**src/spd_pkg.sv**
```systemverilog
// ----------------------------------------------------------------------------
// spd_pkg
// Shared types and constants for the point sort unit: record layout, store
// sizing, controller commands and datapath status.
// ----------------------------------------------------------------------------
package spd_pkg;

  // store sizing
  localparam int MAX_RECORDS = 64;
  localparam int IDX_W       = (MAX_RECORDS > 1) ? $clog2(MAX_RECORDS) : 1;
  localparam int CNT_W       = $clog2(MAX_RECORDS + 1);

  // field widths
  localparam int ID_W     = 10;
  localparam int COORD_W  = 16;
  localparam int RADIUS_W = 7;
  localparam int KEY_W    = 32;

  // stream data widths, padded to whole bytes
  localparam int IN_FIELDS_W  = ID_W + 2 * COORD_W + RADIUS_W;
  localparam int IN_DATA_W    = ((IN_FIELDS_W + 7) / 8) * 8;
  localparam int OUT_FIELDS_W = IN_FIELDS_W + KEY_W;
  localparam int OUT_DATA_W   = ((OUT_FIELDS_W + 7) / 8) * 8;

  // one stored record with its distance key
  typedef struct packed {
    logic [KEY_W-1:0]          key;
    logic [RADIUS_W-1:0]       radius;
    logic signed [COORD_W-1:0] y;
    logic signed [COORD_W-1:0] x;
    logic [ID_W-1:0]           id;
  } rec_t;

  // read address selection for the record store
  typedef enum logic [2:0] {
    RD_I,   // outer position
    RD_IN,  // outer position plus one
    RD_JN,  // inner position plus one
    RD_E,   // emit position
    RD_EN   // emit position plus one
  } rd_sel_t;

  // controller to datapath
  typedef struct packed {
    logic    cap_in;     // capture an input beat
    logic    square;     // register the two squares
    logic    wr_rec;     // store the new record, bump the count
    logic    sort_init;  // outer position to zero
    logic    ld_cur;     // take the held record, set inner position
    logic    cmp;        // compare and swap against the held record
    logic    wr_cur;     // write back the held record, next outer position
    logic    em_init;    // emit position to zero
    logic    em_ld;      // load the output register
    logic    em_next;    // next emit position
    logic    clr_cnt;    // empty the store
    rd_sel_t rd_sel;
  } ctl_cmd_t;

  // datapath to controller
  typedef struct packed {
    logic last;      // captured beat closes the batch
    logic cnt_zero;  // store empty
    logic cnt_le1;   // nothing to order
    logic j_end;     // inner position at last record
    logic i_end;     // outer position at next-to-last record
    logic e_end;     // emit position at last record
  } dp_stat_t;

endpackage

```
**src/spd_ctrl.sv**
```systemverilog
// ----------------------------------------------------------------------------
// spd_ctrl
// Controller of the point sort unit: sequences loading, the exchange passes
// over the record store, and the output beats.
// ----------------------------------------------------------------------------
module spd_ctrl (
  input  logic               clk,
  input  logic               rst,
  input  logic               in_valid,
  output logic               in_ready,
  output logic               out_valid,
  input  logic               out_ready,
  input  spd_pkg::dp_stat_t  stat,
  output spd_pkg::ctl_cmd_t  cmd
);
  import spd_pkg::*;

  typedef enum logic [3:0] {
    S_IDLE,
    S_SQ,
    S_WR,
    S_SORT,
    S_RD_I,
    S_LD_CUR,
    S_CMP,
    S_WR_I,
    S_EM_RD,
    S_EM_LD,
    S_EM_WAIT
  } state_t;

  state_t state;
  state_t state_next;

  // commands and next state
  always_comb begin
    cmd        = '0;
    cmd.rd_sel = RD_I;
    state_next = state;
    unique case (state)
      S_IDLE: begin
        if (in_valid && in_ready) begin
          cmd.cap_in = 1'b1;
          state_next = S_SQ;
        end
      end
      S_SQ: begin
        cmd.square = 1'b1;
        state_next = S_WR;
      end
      S_WR: begin
        cmd.wr_rec = 1'b1;
        state_next = stat.last ? S_SORT : S_IDLE;
      end
      S_SORT: begin
        if (stat.cnt_le1) begin
          cmd.em_init = 1'b1;
          state_next  = S_EM_RD;
        end else begin
          cmd.sort_init = 1'b1;
          state_next    = S_RD_I;
        end
      end
      S_RD_I: begin
        cmd.rd_sel = RD_I;
        state_next = S_LD_CUR;
      end
      S_LD_CUR: begin
        cmd.ld_cur = 1'b1;
        cmd.rd_sel = RD_IN;
        state_next = S_CMP;
      end
      S_CMP: begin
        cmd.cmp    = 1'b1;
        cmd.rd_sel = RD_JN;
        state_next = stat.j_end ? S_WR_I : S_CMP;
      end
      S_WR_I: begin
        cmd.rd_sel = RD_IN;
        if (stat.i_end) begin
          cmd.wr_cur  = 1'b1;
          cmd.em_init = 1'b1;
          state_next  = S_EM_RD;
        end else begin
          cmd.wr_cur = 1'b1;
          state_next = S_LD_CUR;
        end
      end
      S_EM_RD: begin
        cmd.rd_sel = RD_E;
        if (stat.cnt_zero) begin
          cmd.clr_cnt = 1'b1;
          state_next  = S_IDLE;
        end else begin
          state_next = S_EM_LD;
        end
      end
      S_EM_LD: begin
        cmd.em_ld  = 1'b1;
        state_next = S_EM_WAIT;
      end
      S_EM_WAIT: begin
        cmd.rd_sel = RD_EN;
        if (out_ready) begin
          if (stat.e_end) begin
            cmd.clr_cnt = 1'b1;
            state_next  = S_IDLE;
          end else begin
            cmd.em_next = 1'b1;
            state_next  = S_EM_LD;
          end
        end
      end
      default: state_next = S_IDLE;
    endcase
  end

  // state and registered handshake outputs
  always_ff @(posedge clk) begin
    if (rst) begin
      state     <= S_IDLE;
      in_ready  <= 1'b1;
      out_valid <= 1'b0;
    end else begin
      state     <= state_next;
      in_ready  <= (state_next == S_IDLE);
      out_valid <= (state_next == S_EM_WAIT);
    end
  end

endmodule

```
**config.mk**
```make
export PLATFORM = sky130hd
export DESIGN_NAME = spd_ctrl
export DESIGN_NICKNAME = d
export VERILOG_FILES = /design/src/spd_pkg.sv /design/src/spd_ctrl.sv
export SDC_FILE = /design/constraint.sdc
export NUM_CORES = 1
export LEC_CHECK = 0
export BUFFER_PORTS_ARGS = -buffer_cell sky130_fd_sc_hd__buf_2
export CORE_AREA = 2 2 39 41
export CTS_CLUSTER_DIAMETER = 60
export DETAILED_ROUTE_END_ITERATION = 16
export DIE_AREA = 0 0 41 43
export GPL_ROUTABILITY_DRIVEN = 0
export PLACE_DENSITY_LB_ADDON = 0.12
export SYNTH_ARGS = -nofsm -noshare
export SYNTH_HDL_FRONTEND = slang
export SYNTH_SLANG_ARGS = --single-unit
```
**constraint.sdc**
```tcl
create_clock -name clk -period 1.98 [get_ports clk]
set_input_delay 0.396 -clock clk [delete_from_list [all_inputs] [get_ports clk]]
set_output_delay 0.396 -clock clk [all_outputs]
set_load 0.005 [all_outputs]
```
* Word level (Yosys, flattened, before mapping)
Cells that the tools add are included.
Word-level totals: register bits 6, word-level logic and storage cells 47
Operators by class: equality and inequality tests 11, muxes and demuxes 29, reductions and logical operators 4
Operators with widths (number):
- case mux 4 bit (11 select lines) | 1
- 2-to-1 mux 4 bit | 6
- 2-to-1 mux 1 bit | 17
- == test 4 x 3 -> 1 bit, second input constant | 4
- == test 4 bit, second input constant | 4
- case mux 3 bit (4 select lines) | 1
- == test 4 x 2 -> 1 bit, second input constant | 2
- zero test 4 bit | 2
- == test 4 x 1 -> 1 bit, second input constant | 1
- 2-to-1 mux 2 bit | 2
- case mux 1 bit (2 select lines) | 2
- OR reduction 2 bit | 1
- logical AND 1 bit | 1

* Depth between registers and ports, before layout
Gate-level depths: netlist of run 1.
word-level depth 4, mapped depth 5, mapped depth without buffers 4

* Worst setup path before layout of run 1
OpenSTA, ideal clock, no wires.
path type reg-to-reg, start reg state[3], end reg in_ready, library setup time 0.116 ns, arrival time 1.357 ns, data required time 1.864 ns, path slack 0.507 ns, stages on the path, launching flop included 6, clock period less this slack 1.473 ns, cell sequence dfxtp_1 buf_6 or4b_4 o32ai_4 nor3_1 a41o_1
On the way: longest elaborated chain between the ends 3, elaborated cells between the ends (all ways) 15
RTL lines:
- from (decl) | line spd_ctrl.sv:32 | state_t state;
- from (signal assigned) | line spd_ctrl.sv:125 | state <= state_next;
- == test 4 bit (tied with other cells) | line spd_ctrl.sv:40 | unique case (state)
- case mux 4 bit (11 select lines) (*) | line spd_ctrl.sv:40
- zero test 4 bit (*) | line spd_ctrl.sv:126 | in_ready <= (state_next == S_IDLE);
- to (signal assigned) | line spd_ctrl.sv:126
- to (decl) | line spd_ctrl.sv:10 | output logic in_ready,
Every way passes the cells marked *; elsewhere a longest branch is shown, timed or not. A chain may end at the register's enable or synchronous reset.

==> key figures, run 1 <==
Die
  • Top Ports: 26
  • Die area: 1760 sq um
  • DIE HEIGHT: 43 um
  • Row Count: 14
  • Starting Density: 36.1%
  • CORE AREA: 1380 sq um
  • Die extent in x: 41 um

Timing
  • Worst slew margin: 76.2%
  • Post-layout min period: 1.85 ns
  • F_max: 542 MHz
  • Fin worst setup slack: 0.134 ns
  • Final setup viols: 0
  • Final Max Slew Viols: 0
  • Skew final: 0.000749 ns
  • Worst Max-Slew Pin Slew: 0.356 ns
  • Final cycle utilization of the critical path: 93.2%
  • WHS: 0.319 ns
  • Fin. Hold Viols: 0
  • Fin Setup TNS: 0 ns
  • Unrepaired setup endpoints after global routing: no

Global route
  • First-pass GRT wire length: 1790 um
  • GRT Total Usage: 15.6%
  • Vias in the first global route: 416
  • Largest net degree at the start of global routing: 14
  • Global route total overflow: 0
  • Initial antenna violation count: 0

Layout
  • Ant. Diodes: 0
  • Non-Filler Instances: 106
  • Design area: 646 sq um
  • Area growth syn-to-layout: 29.3%
  • Layout Nets: 102
  • Layout cells sized above 1: 41.1%

Route
  • Pre-Repair DR Iteration Count: 4
  • Via/cell ratio: 5.16
  • Total Wirelength: 1200 um
  • Initial drt markers: 4
  • Vias: 547
  • Detail Route Antenna Nets: 0
  • Wire length per cell: 11.3 um
  • Detailed-route DRC error count: 0

Synth
  • Syn_area_per_cell: 7.68 sq um
  • Post-Synthesis Cells: 65
  • Post-synthesis compound-gate area fraction: 25.3%
  • Synth cell types: 27
  • Mapped Area: 499 sq um
  • Async S/R FF share, synth: 0%
  • Simple-Gate Fraction of Synth Area: 38.6%
  • Ranking of synthesized cells by area: dfxtp_1 (24%), nor2_1 (9.0%), nand2b_1 (6.3%)
  • Post-Synth Adder-Cell Area: 0%
  • Main combinational cell family by area after synthesis: simple AND/OR/NAND/NOR gates
  • Synth warn: 0
  • Commonest register cell after synthesis: dfxtp_1
  • Mux cell area share after synthesis: 4.01%
  • Count leader, synth: nor2_1
  • Share of Yosys cell area claimed by the top area cell type: 24.1%
  • Seq/Total Area, Yosys: 24.1%
  • Net Count, Synth: 75
  • Post-Synth XOR/XNOR Area: 0%
  • Register bit count reported by yosys: 6
  • Synth cell count leaders: nor2_1 (12), dfxtp_1 (6), nor3_1 (6), nand2b_1 (5), o21ai_0 (5)
  • Largest area contributor in the netlist: dfxtp_1
  • Number of synthesized flops with an enable pin: 0

Place
  • Placed Cells: 103
  • Placement Cell Area: 619 sq um
  • PortBufs: 25
  • Worst slack, placed: 0.266 ns
  • Hpwl dp: 949 um

Worst setup path
  • Crit Path Class: flop to output pin
  • Data arrival, critical path: 1.45 ns
  • Worst setup SP type: flop
  • Critical Path RT: 1.58 ns
  • Worst-path fanout max: 10
  • Critical Path End Type: output pin

Pwr
  • Switching part of the total: 29.4%
  • Pleak: 0.000312 uW
  • Pwr dens: 520 nW/um^2
  • Combinational power share: 23.0%
  • Flop pwr share: 43.9%
  • Power Internal: 237 uW
  • Switching pwr: 98.7 uW
  • Clock group share of total power: 33.1%
  • VDD IR max: 0.415 mV

Job
  • Max-cap violations: 0

Clock tree
  • Root buf cell: clkbuf_4
  • Sink Count: 6
  • Clock Latency Late Sink: 0.24 ns
  • Clock Tree Buf Depth: 2
  • Post-CTS Setup Repair Bufs: 0
  • Total CTS buffers: 3
  • Clock transition at path regs: 0.04 ns
  • Htree depth: 1
  • CTS tree: built

Outcome
  • Outcome: finished, final reports clean

Worst hold path
  • Class of the worst hold path: input pin to flop
## area by class of cell
cell class                      count  area [sq um]
Clock buffer                        3          22.5
Fill cell                         147           738
Inverter                            2          7.51
Multi-Input combinational cell     53           339
Sequential cell                     6           124
Tap cell                           16          20.0
Timing Repair Buffer               26           133
## critical path, cell delays in order, from the launching register on
cell and delay [ns]:
dfxtp_1 0.52, nand4bb_1 0.26, inv_1 0.15, a32o_1 0.17, buf_2 0.10
## path summary, 6_finish.rpt
check	start	to	slack (ns)	depth (start not counted)
worst max-delay path	state[1]	cmd[3]	0.13	4
worst max register to register	state[2]	in_ready	0.42	4
worst min register to register	state[3]	state[2]	0.67	3
worst min-delay path	rst	state[2]	0.32	2
## cells in the final DEF (no fill, tap or decap), types with 2 or more instances in the layout
cell type  Yosys  routed
nor3_1         6       6
o21ai_0        5       5
mux2i_1        2       2
buf_2          2      25
clkbuf_4       0       3
inv_1          2       2
nand2_1        4       4
nor2_1        12      12
nand2b_1       5       5
dfxtp_1        6       3
a21oi_1        3       3
dfxtp_2        0       3
## flip-flops by register name, summed over array words and instances, names as in the netlist
| register | flops |
|---|---|
| in_ready | 1 |
| out_valid | 1 |
| state | 4 |
## routing by layer
metal	wire [um]	GRT usage (%)	share of wire, %	vias up
met5	0	0	0	-
met4	0	4.00	0	0
met3	88	9.95	7.3	0
met2	574	19.7	48	16
met1	539	21.5	45	248
li1	-	-	-	283
## power groups by stage
stage	registers [uW]	clock network, uW	logic, uW
2_1_floorplan	136	0	59.5
3_3_place_gp	148	0	78.7
3_5_place_dp	149	0	78.0
4_1_cts	147	116	78.4
5_1_grt	149	132	86.1
6_report	147	111	77.3
## cell families (layout without fill, tap and decap cells)
kind of cell / after synthesis / count (layout)
DFF: 6 / 6
and+or+nand+nor: 35 / 35
AOI/OAI and AO/OA: 16 / 16
buffers and inverters: 6 / 31
muxes: 2 / 2
## timing repair
action                     CTS  global route
resized for setup            1             2
pin swaps                    0             0
setup endpoints to repair    1             3
hold buffers                 0             0
## stage by stage
step	utilization (%)	power (uW)
after global placement	44.8	227
after global routing	46.7	367
final	46.7	336
after floorplan	-	196
after CTS	46.5	342
after detailed placement	44.8	227
(Power assumes the default switching activity.)
==> run 2: changes to the inputs <==
Settings changed: ABC_AREA set to 1, SETUP_SLACK_MARGIN set to 0.15.
==> run 2 against run 1 <==
  * Synthesized area shrank 6.0%
  * Fmax increased by 13%
  * Highest routed layer is now met4
  * Cell area decreased by 0.97%
  * Largest power group unchanged
==> key figures, run 2 <==
Clock tree
  • CTS tree: built (unchanged)
  • Clock Latency Late Sink: 0.24 ns (about the same)
  • Post-CTS Hold Buffers: 0 (unchanged)
  • Clock Tree Buf Depth: 2 (unchanged)
  • Post-CTS Setup Repair Bufs: 0 (unchanged)
  • Clock transition at path regs: 0.05 ns (was 0.04 ns)
  • Htree depth: 1 (unchanged)
  • Sink Count: 6 (unchanged)
  • Total CTS buffers: 3 (unchanged)
  • Cts repair resizes: 0 (was 1)
  • Root buf cell: clkbuf_4 (unchanged)

Synth
  • Syn_area_per_cell: 5.21 sq um (was 7.68 sq um)
  • Synth warn: 0 (unchanged)
  • Net Count, Synth: 100 (was 75)
  • Count leader, synth: nand2_1 (was nor2_1)
  • Number of synthesized flops with an enable pin: 0 (unchanged)
  • Ranking of synthesized cells by area: dfxtp_1 (26%), nand2_1 (19%), inv_1 (18%) (was dfxtp_1 (24%), nor2_1 (9.0%), nand2b_1 (6.3%))
  • Share of Yosys cell area claimed by the top area cell type: 25.6% (was 24.1%)
  • Seq/Total Area, Yosys: 25.6% (was 24.1%)
  • Mapped Area: 469 sq um (was 499 sq um)
  • Register bit count reported by yosys: 6 (unchanged)
  • Synth cell types: 10 (was 27)
  • Commonest register cell after synthesis: dfxtp_1 (unchanged)
  • Synth cell count leaders: nand2_1 (24), inv_1 (22), nor2_1 (16), nand3_1 (10), dfxtp_1 (6) (was nor2_1 (12), dfxtp_1 (6), nor3_1 (6), nand2b_1 (5), o21ai_0 (5))
  • Largest area contributor in the netlist: dfxtp_1 (unchanged)
  • Async S/R FF share, synth: 0% (unchanged)
  • Post-Synthesis Cells: 90 (was 65)

Route
  • Vias: 614 (was 547)
  • Wire length per cell: 9.27 um (was 11.3 um)
  • Initial drt markers: 22 (was 4)
  • Detail Route Antenna Nets: 0 (unchanged)
  • Via/cell ratio: 4.58 (was 5.16)
  • Total Wirelength: 1240 um (was 1200 um)
  • Detailed-route DRC error count: 0 (unchanged)
  • Pre-Repair DR Iteration Count: 4 (unchanged)

Global route
  • GR Util met3: 3.14% (was 9.95%)
  • Vias in the first global route: 534 (was 416)
  • GR peak layer: met2 (was met1)
  • First-pass GRT wire length: 2060 um (was 1790 um)
  • Global route total overflow: 0 (unchanged)
  • Initial antenna violation count: 0 (unchanged)
  • Met1 Use GR: 21.4% (was 21.5%)
  • Routing usage on met2: 25.9% (was 19.7%)
  • GRT Total Usage: 16.8% (was 15.6%)
  • Largest net degree at the start of global routing: 7 (was 14)

Outcome
  • Outcome: finished, final reports clean (unchanged)

Place
  • Worst slack, placed: 0.549 ns (was 0.266 ns)
  • Hpwl dp: 1100 um (was 949 um)
  • PortBufs: 25 (unchanged)

Layout
  • Layout cells sized above 1: 27.1% (was 41.1%)
  • Area growth syn-to-layout: 36.3% (was 29.3%)
  • Max reg flops: 4 (unchanged)
  • Ant. Diodes: 0 (unchanged)
  • Layout Nets: 130 (was 102)
  • Final core occ: 46.2% (was 46.7%)
  • Register Area: 120 sq um (was 124 sq um)
  • Most frequent cells in the layout: buf_2 (25), nand2_1 (24), inv_1 (22) (was buf_2 (25), nor2_1 (12), nor3_1 (6))
  • Commonest non-fill, non-tap cell in the layout: buf_2 (unchanged)
  • Area of the multi-input gates: 269 sq um (was 339 sq um)
  • Register with the most flip-flops: state (unchanged)
  • Biggest regs: state x4, in_ready x1, out_valid x1 (unchanged)
  • Filler cells: 164 (was 147)

Worst setup path
  • Critical Path End Type: output pin (unchanged)
  • Critical path buffers and inverters: 2 (unchanged)
  • Worst-path fanout max: 4 (was 10)
  • Slowest-stage cell, CP: dfxtp_1 (unchanged)
  • Worst setup SP type: flop (unchanged)
  • Crit Path Class: flop to output pin (unchanged)
  • CP max stage delay: 0.38 ns (was 0.52 ns)
  • Data arrival, critical path: 1.23 ns (was 1.45 ns)
  • CP delay by family, top: simple AND/OR/NAND/NOR gates (was flip-flops)
  • CP Cell Sequence: inv_1 -> nor2_1 -> nand3_1 -> nand2_1 -> buf_2 (was nand4bb_1 -> inv_1 -> a32o_1 -> buf_2)
  • Critical Path RT: 1.58 ns (about the same)

Die
  • Row Count: 14 (unchanged)
  • Die area: 1760 sq um (unchanged)
  • Die extent in x: 41 um (unchanged)
  • DIE HEIGHT: 43 um (unchanged)
  • Top Ports: 26 (unchanged)
  • Starting Density: 33.9% (was 36.1%)
  • CORE AREA: 1380 sq um (unchanged)

Timing
  • F_max: 613 MHz (was 542 MHz)
  • Worst Max-Slew Pin Slew: 0.348 ns (was 0.356 ns)
  • Fin worst setup slack: 0.349 ns (was 0.134 ns)
  • Final Max Slew Viols: 0 (unchanged)
  • Skew final: 0.000888 ns (was 0.000749 ns)
  • Final cycle utilization of the critical path: 82.4% (was 93.2%)
  • Final setup viols: 0 (unchanged)
  • Fin Setup TNS: 0 ns (unchanged)
  • Post-layout min period: 1.63 ns (was 1.85 ns)
  • Fin. Hold Viols: 0 (unchanged)
  • Worst slew margin: 76.7% (was 76.2%)
  • Unrepaired setup endpoints after global routing: no (unchanged)

Pwr
  • Pleak: 0.000439 uW (was 0.000312 uW)
  • VDD IR max: 0.276 mV (was 0.415 mV)
  • Power, Total: 347 uW (was 336 uW)
  • Pwr dens: 543 nW/um^2 (was 520 nW/um^2)

Job
  • Max-cap violations: 0 (unchanged)

Worst hold path
  • Class of the worst hold path: input pin to flop (unchanged)
run 2: cell types whose count changed after synthesis, sizes merged, moves of 2 or more:
cell / before / now
o21ai: 5 / 3
nor3: 6 / 0
a31oi: 0 / 2
nand2: 4 / 25
buf: 4 / 0
nand3: 0 / 10
mux2i: 2 / 0
nor2: 13 / 18
nand2b: 5 / 0
inv: 2 / 22
run 2: path summary, 6_finish.rpt:
kind | start | endpoint | slack (ns) | cells past startpoint
worst max-delay path | state[2] | cmd[6] | 0.35 | 5
worst min-delay path | rst | state[2] | 0.40 | 2
worst min register to register | state[2] | out_valid | 0.70 | 3
worst max register to register | state[2] | in_ready | 0.71 | 9
run 2: kinds of logic (layout without fill, tap and decap cells):
family | count (synthesis) | after routing | share of synthesized area [%]
AO/OA/AOI/OAI | 9 | 9 | 10.1
flip-flops | 6 | 6 | 25.6
AND/OR/NAND/NOR | 53 | 53 | 46.7
buffers and inverters | 22 | 50 | 17.6
run 2: power breakdown:
group	total [uW]	internal (uW)	switching, uW	leakage, uW
Clock	112	68.5	43.7	0.0000138
Sequential	139	131	8.03	0.0000489
Combinational	95.2	38.8	56.5	0.000376
run 2: routing by layer:
layer  vias up  wire length [um]
li1        329                 -
met1       259               543
met2        22               607
met3         4                75
met4         0                17
met5         -                 0
run 2: cell type report:
cell class	instances	area share, %
multi-input combinational	62	42.1
tap	16	3.13
sequential	6	18.8
clock buffer	3	3.52
inverter	22	12.9
timing repair buffer	25	19.6
run 2: per-stage QoR:
stage | std cells | hold WS [ns] | instance area (sq um)
floorplan | 90 | 0.465 | 469
global placement | 131 | 0.650 | 614
detailed placement | 131 | 0.645 | 614
CTS | 134 | 0.387 | 637
global route | 134 | 0.400 | 639
finish | 134 | 0.396 | 639
run 2: worst register-to-register path: stages (launching register included):
cell and delay (ns):
dfxtp_1 0.38, inv_1 0.09, nor2_1 0.21, nand2_1 0.13, nor2_1 0.10, nor2_1 0.07, nand2_1 0.06, nor2_1 0.04
nand2_1 0.05, nand2_1 0.04
==> run 3: changes to the inputs <==
Settings changed: ABC_AREA 1 to 0.
Clock period 1.98 ns to 1.67 ns, I/O delays scaled along.
==> run 3 against run 2 <==
  * The flow now finishes with violations (setup timing)
  * Die area unchanged
  * Largest cell class unchanged
  * Sequential share of layout area is 4.2 points lower
  * Sequential power is 17% higher
  * Setup slack got worse by 0.37 ns
  * Clock power up 13%
  * Clock skew rose by 0.0024 ns
  * Global-route usage up 1.3 points
  * Non-clock buffer count is 20 higher
  * Register-to-register slack lost 0.65 ns
  * First-iteration DRC count decreased by 55%
  * Largest power group is now combinational cells
  * Worst hold slack lost 0.12 ns
  * Critical endpoint is now cmd[1]
==> key figures, run 3 (synthesized netlist as in run 1, its figures left out) <==
Outcome
  • Outcome: complete, but fails checks (was finished, final reports clean)
  • Failing checks: setup timing

Route
  • Pre-Repair DR Iteration Count: 4 (unchanged)
  • Detailed-route DRC error count: 0 (unchanged)
  • Detail Route Antenna Nets: 0 (unchanged)
  • Total Wirelength: 1720 um (was 1240 um)
  • Initial drt markers: 10 (was 22)
  • Vias: 644 (was 614)
  • Via/cell ratio: 5.15 (was 4.58)
  • Wire length per cell: 13.7 um (was 9.27 um)

Timing
  • Final cycle utilization of the critical path: 101%
  • Fin. Hold Viols: 0 (unchanged)
  • Final setup viols: 1 (was 0)
  • Worst slew margin: 81.6% (was 76.7%)
  • WHS: 0.278 ns (was 0.396 ns)
  • Unrepaired setup endpoints after global routing: yes (was no)
  • Skew final: 0.00329 ns (was 0.000888 ns)
  • F_max: 592 MHz
  • Worst Max-Slew Pin Slew: 0.273 ns (was 0.348 ns)
  • Final Max Slew Viols: 0 (unchanged)
  • Post-layout min period: 1.69 ns
  • Fin worst setup slack: -0.0183 ns (was 0.349 ns)

Worst setup path
  • Data arrival, critical path: 1.35 ns (was 1.23 ns)
  • Critical Path End Type: output pin (unchanged)
  • Worst-path fanout max: 6 (was 4)
  • Critical Path RT: 1.34 ns (was 1.58 ns)
  • R2r worst-path depth: 5 (was 9)
  • Worst reg2reg path endpoint: in_ready (unchanged)
  • R2R Setup Slk: 0.06 ns (was 0.71 ns)
  • Crit Path Class: flop to output pin (unchanged)
  • Reg2reg start: state[2] (unchanged)
  • Worst setup SP type: flop (unchanged)

Clock tree
  • Root buf cell: clkbuf_4 (unchanged)
  • Post-CTS Hold Buffers: 0 (unchanged)
  • CTS tree: built (unchanged)
  • Total CTS buffers: 3 (unchanged)
  • Clock Tree Buf Depth: 2 (unchanged)
  • Sink Count: 6 (unchanged)
  • Clock transition at path regs: 0.04 ns (was 0.05 ns)
  • Clock Latency Late Sink: 0.24 ns (about the same)
  • Htree depth: 1 (unchanged)

Layout
  • Non-Filler Instances: 125 (was 134)
  • Register with the most flip-flops: state (unchanged)
  • Final core occ: 66.8% (was 46.2%)
  • Layout Nets: 121 (was 130)
  • Commonest non-fill, non-tap cell in the layout: buf_2 (unchanged)
  • Ant. Diodes: 0 (unchanged)
  • Area growth syn-to-layout: 85.2% (was 36.3%)
  • Biggest regs: state x4, in_ready x1, out_valid x1 (unchanged)
  • Max reg flops: 4 (unchanged)
  • Layout cells sized above 1: 66.1% (was 27.1%)
  • Most frequent cells in the layout: buf_2 (25), buf_4 (13), nor2_1 (9) (was buf_2 (25), nand2_1 (24), inv_1 (22))

Global route
  • Global route total overflow: 0 (unchanged)
  • GRT Total Usage: 18.1% (was 16.8%)
  • Vias in the first global route: 512 (was 534)
  • First-pass GRT wire length: 2240 um (was 2060 um)
  • Initial antenna violation count: 0 (unchanged)
  • Largest net degree at the start of global routing: 8 (was 7)

Die
  • Die extent in x: 41 um (unchanged)
  • CORE AREA: 1380 sq um (unchanged)
  • DIE HEIGHT: 43 um (unchanged)
  • Starting Density: 36.1% (was 33.9%)
  • Top Ports: 26 (unchanged)
  • Die area: 1760 sq um (unchanged)
  • Row Count: 14 (unchanged)

Place
  • PortBufs: 25 (unchanged)
  • Placed Cells: 108 (was 131)
  • Hpwl dp: 1050 um (was 1100 um)

Worst hold path
  • Hold Crit Start: rst (unchanged)
  • Hold EP: state[2] (unchanged)
  • Hold Path Depth: 2 (unchanged)
  • Class of the worst hold path: input pin to flop (unchanged)

Pwr
  • Pleak: 0.000436 uW (was 0.000439 uW)
  • VDD IR max: 0.291 mV (was 0.276 mV)
  • Pwr dens: 519 nW/um^2 (was 543 nW/um^2)

Job
  • Max-cap violations: 0 (unchanged)
run 3: cell types whose count changed in the layout (fill, tap and decap cells not counted), sizes merged, moves of 2 or more:
cell    change
a31oi       -2
buf        +20
inv        -20
mux2i       +2
nand2      -21
nand2b      +5
nand3      -10
nor2        -5
nor3        +6
o21ai       +2
run 3: layer usage:
| metal | routed length, um | GRT usage [%] | vias to the layer above |
|---|---|---|---|
| li1 | - | - | 321 |
| met1 | 724 | 27.1 | 309 |
| met2 | 938 | 26.3 | 14 |
| met3 | 55 | 4.71 | 0 |
| met4 | 0 | 2.00 | 0 |
| met5 | 0 | 0 | - |
run 3: worst max-delay path by stage:
stage	from	to	slack [ns]
after floorplan	state[3]	in_ready	0.20
after global placement	state[3]	in_ready	0.03
after detailed placement	state[2]	in_ready	0.06
after CTS	state[2]	cmd[1]	-0.006
after global routing	state[2]	cmd[1]	-0.04
final	state[2]	cmd[1]	-0.02
run 3: area by class of cell:
cell class | instances | area, sq um
repair buffers | 45 | 302
well taps | 16 | 20.0
inverters | 2 | 7.51
clock buffers | 3 | 22.5
multi-input cells | 53 | 438
flip-flops and latches | 6 | 135
fillers | 111 | 459
run 3: per-stage QoR:
step	TNS [ns]	power, uW	setup slack, ns	area [sq um]
floorplan	0	232	0.197	499
global placement	0	278	0.0345	657
detailed placement	0	277	0.0557	657
CTS	-0.00562	445	-0.00562	836
global route	-0.116	507	-0.0449	925
finish	-0.0183	479	-0.0183	925
run 3: report_power, final:
| group | switching, uW | leakage [uW] | internal, uW | total (uW) |
|---|---|---|---|---|
| clock network | 46.6 | 0.0000138 | 80.9 | 127 |
| registers | 10.2 | 0.0000520 | 152 | 162 |
| logic | 88.9 | 0.000370 | 101 | 190 |
| total | 146 | 0.000436 | 334 | 479 |
run 3: what timing repair did:
action / CTS / global route
resized for setup: 22 / 13
setup endpoints to repair: 16 / 15
setup buffers: 9 / 5
pin swaps: 7 / 6
run 3: worst max-delay path, stage by stage (launching register included):
cell	delay [ns]
dfxtp_4	0.36
or4b_4	0.55
o21ai_2	0.09
buf_2	0.13
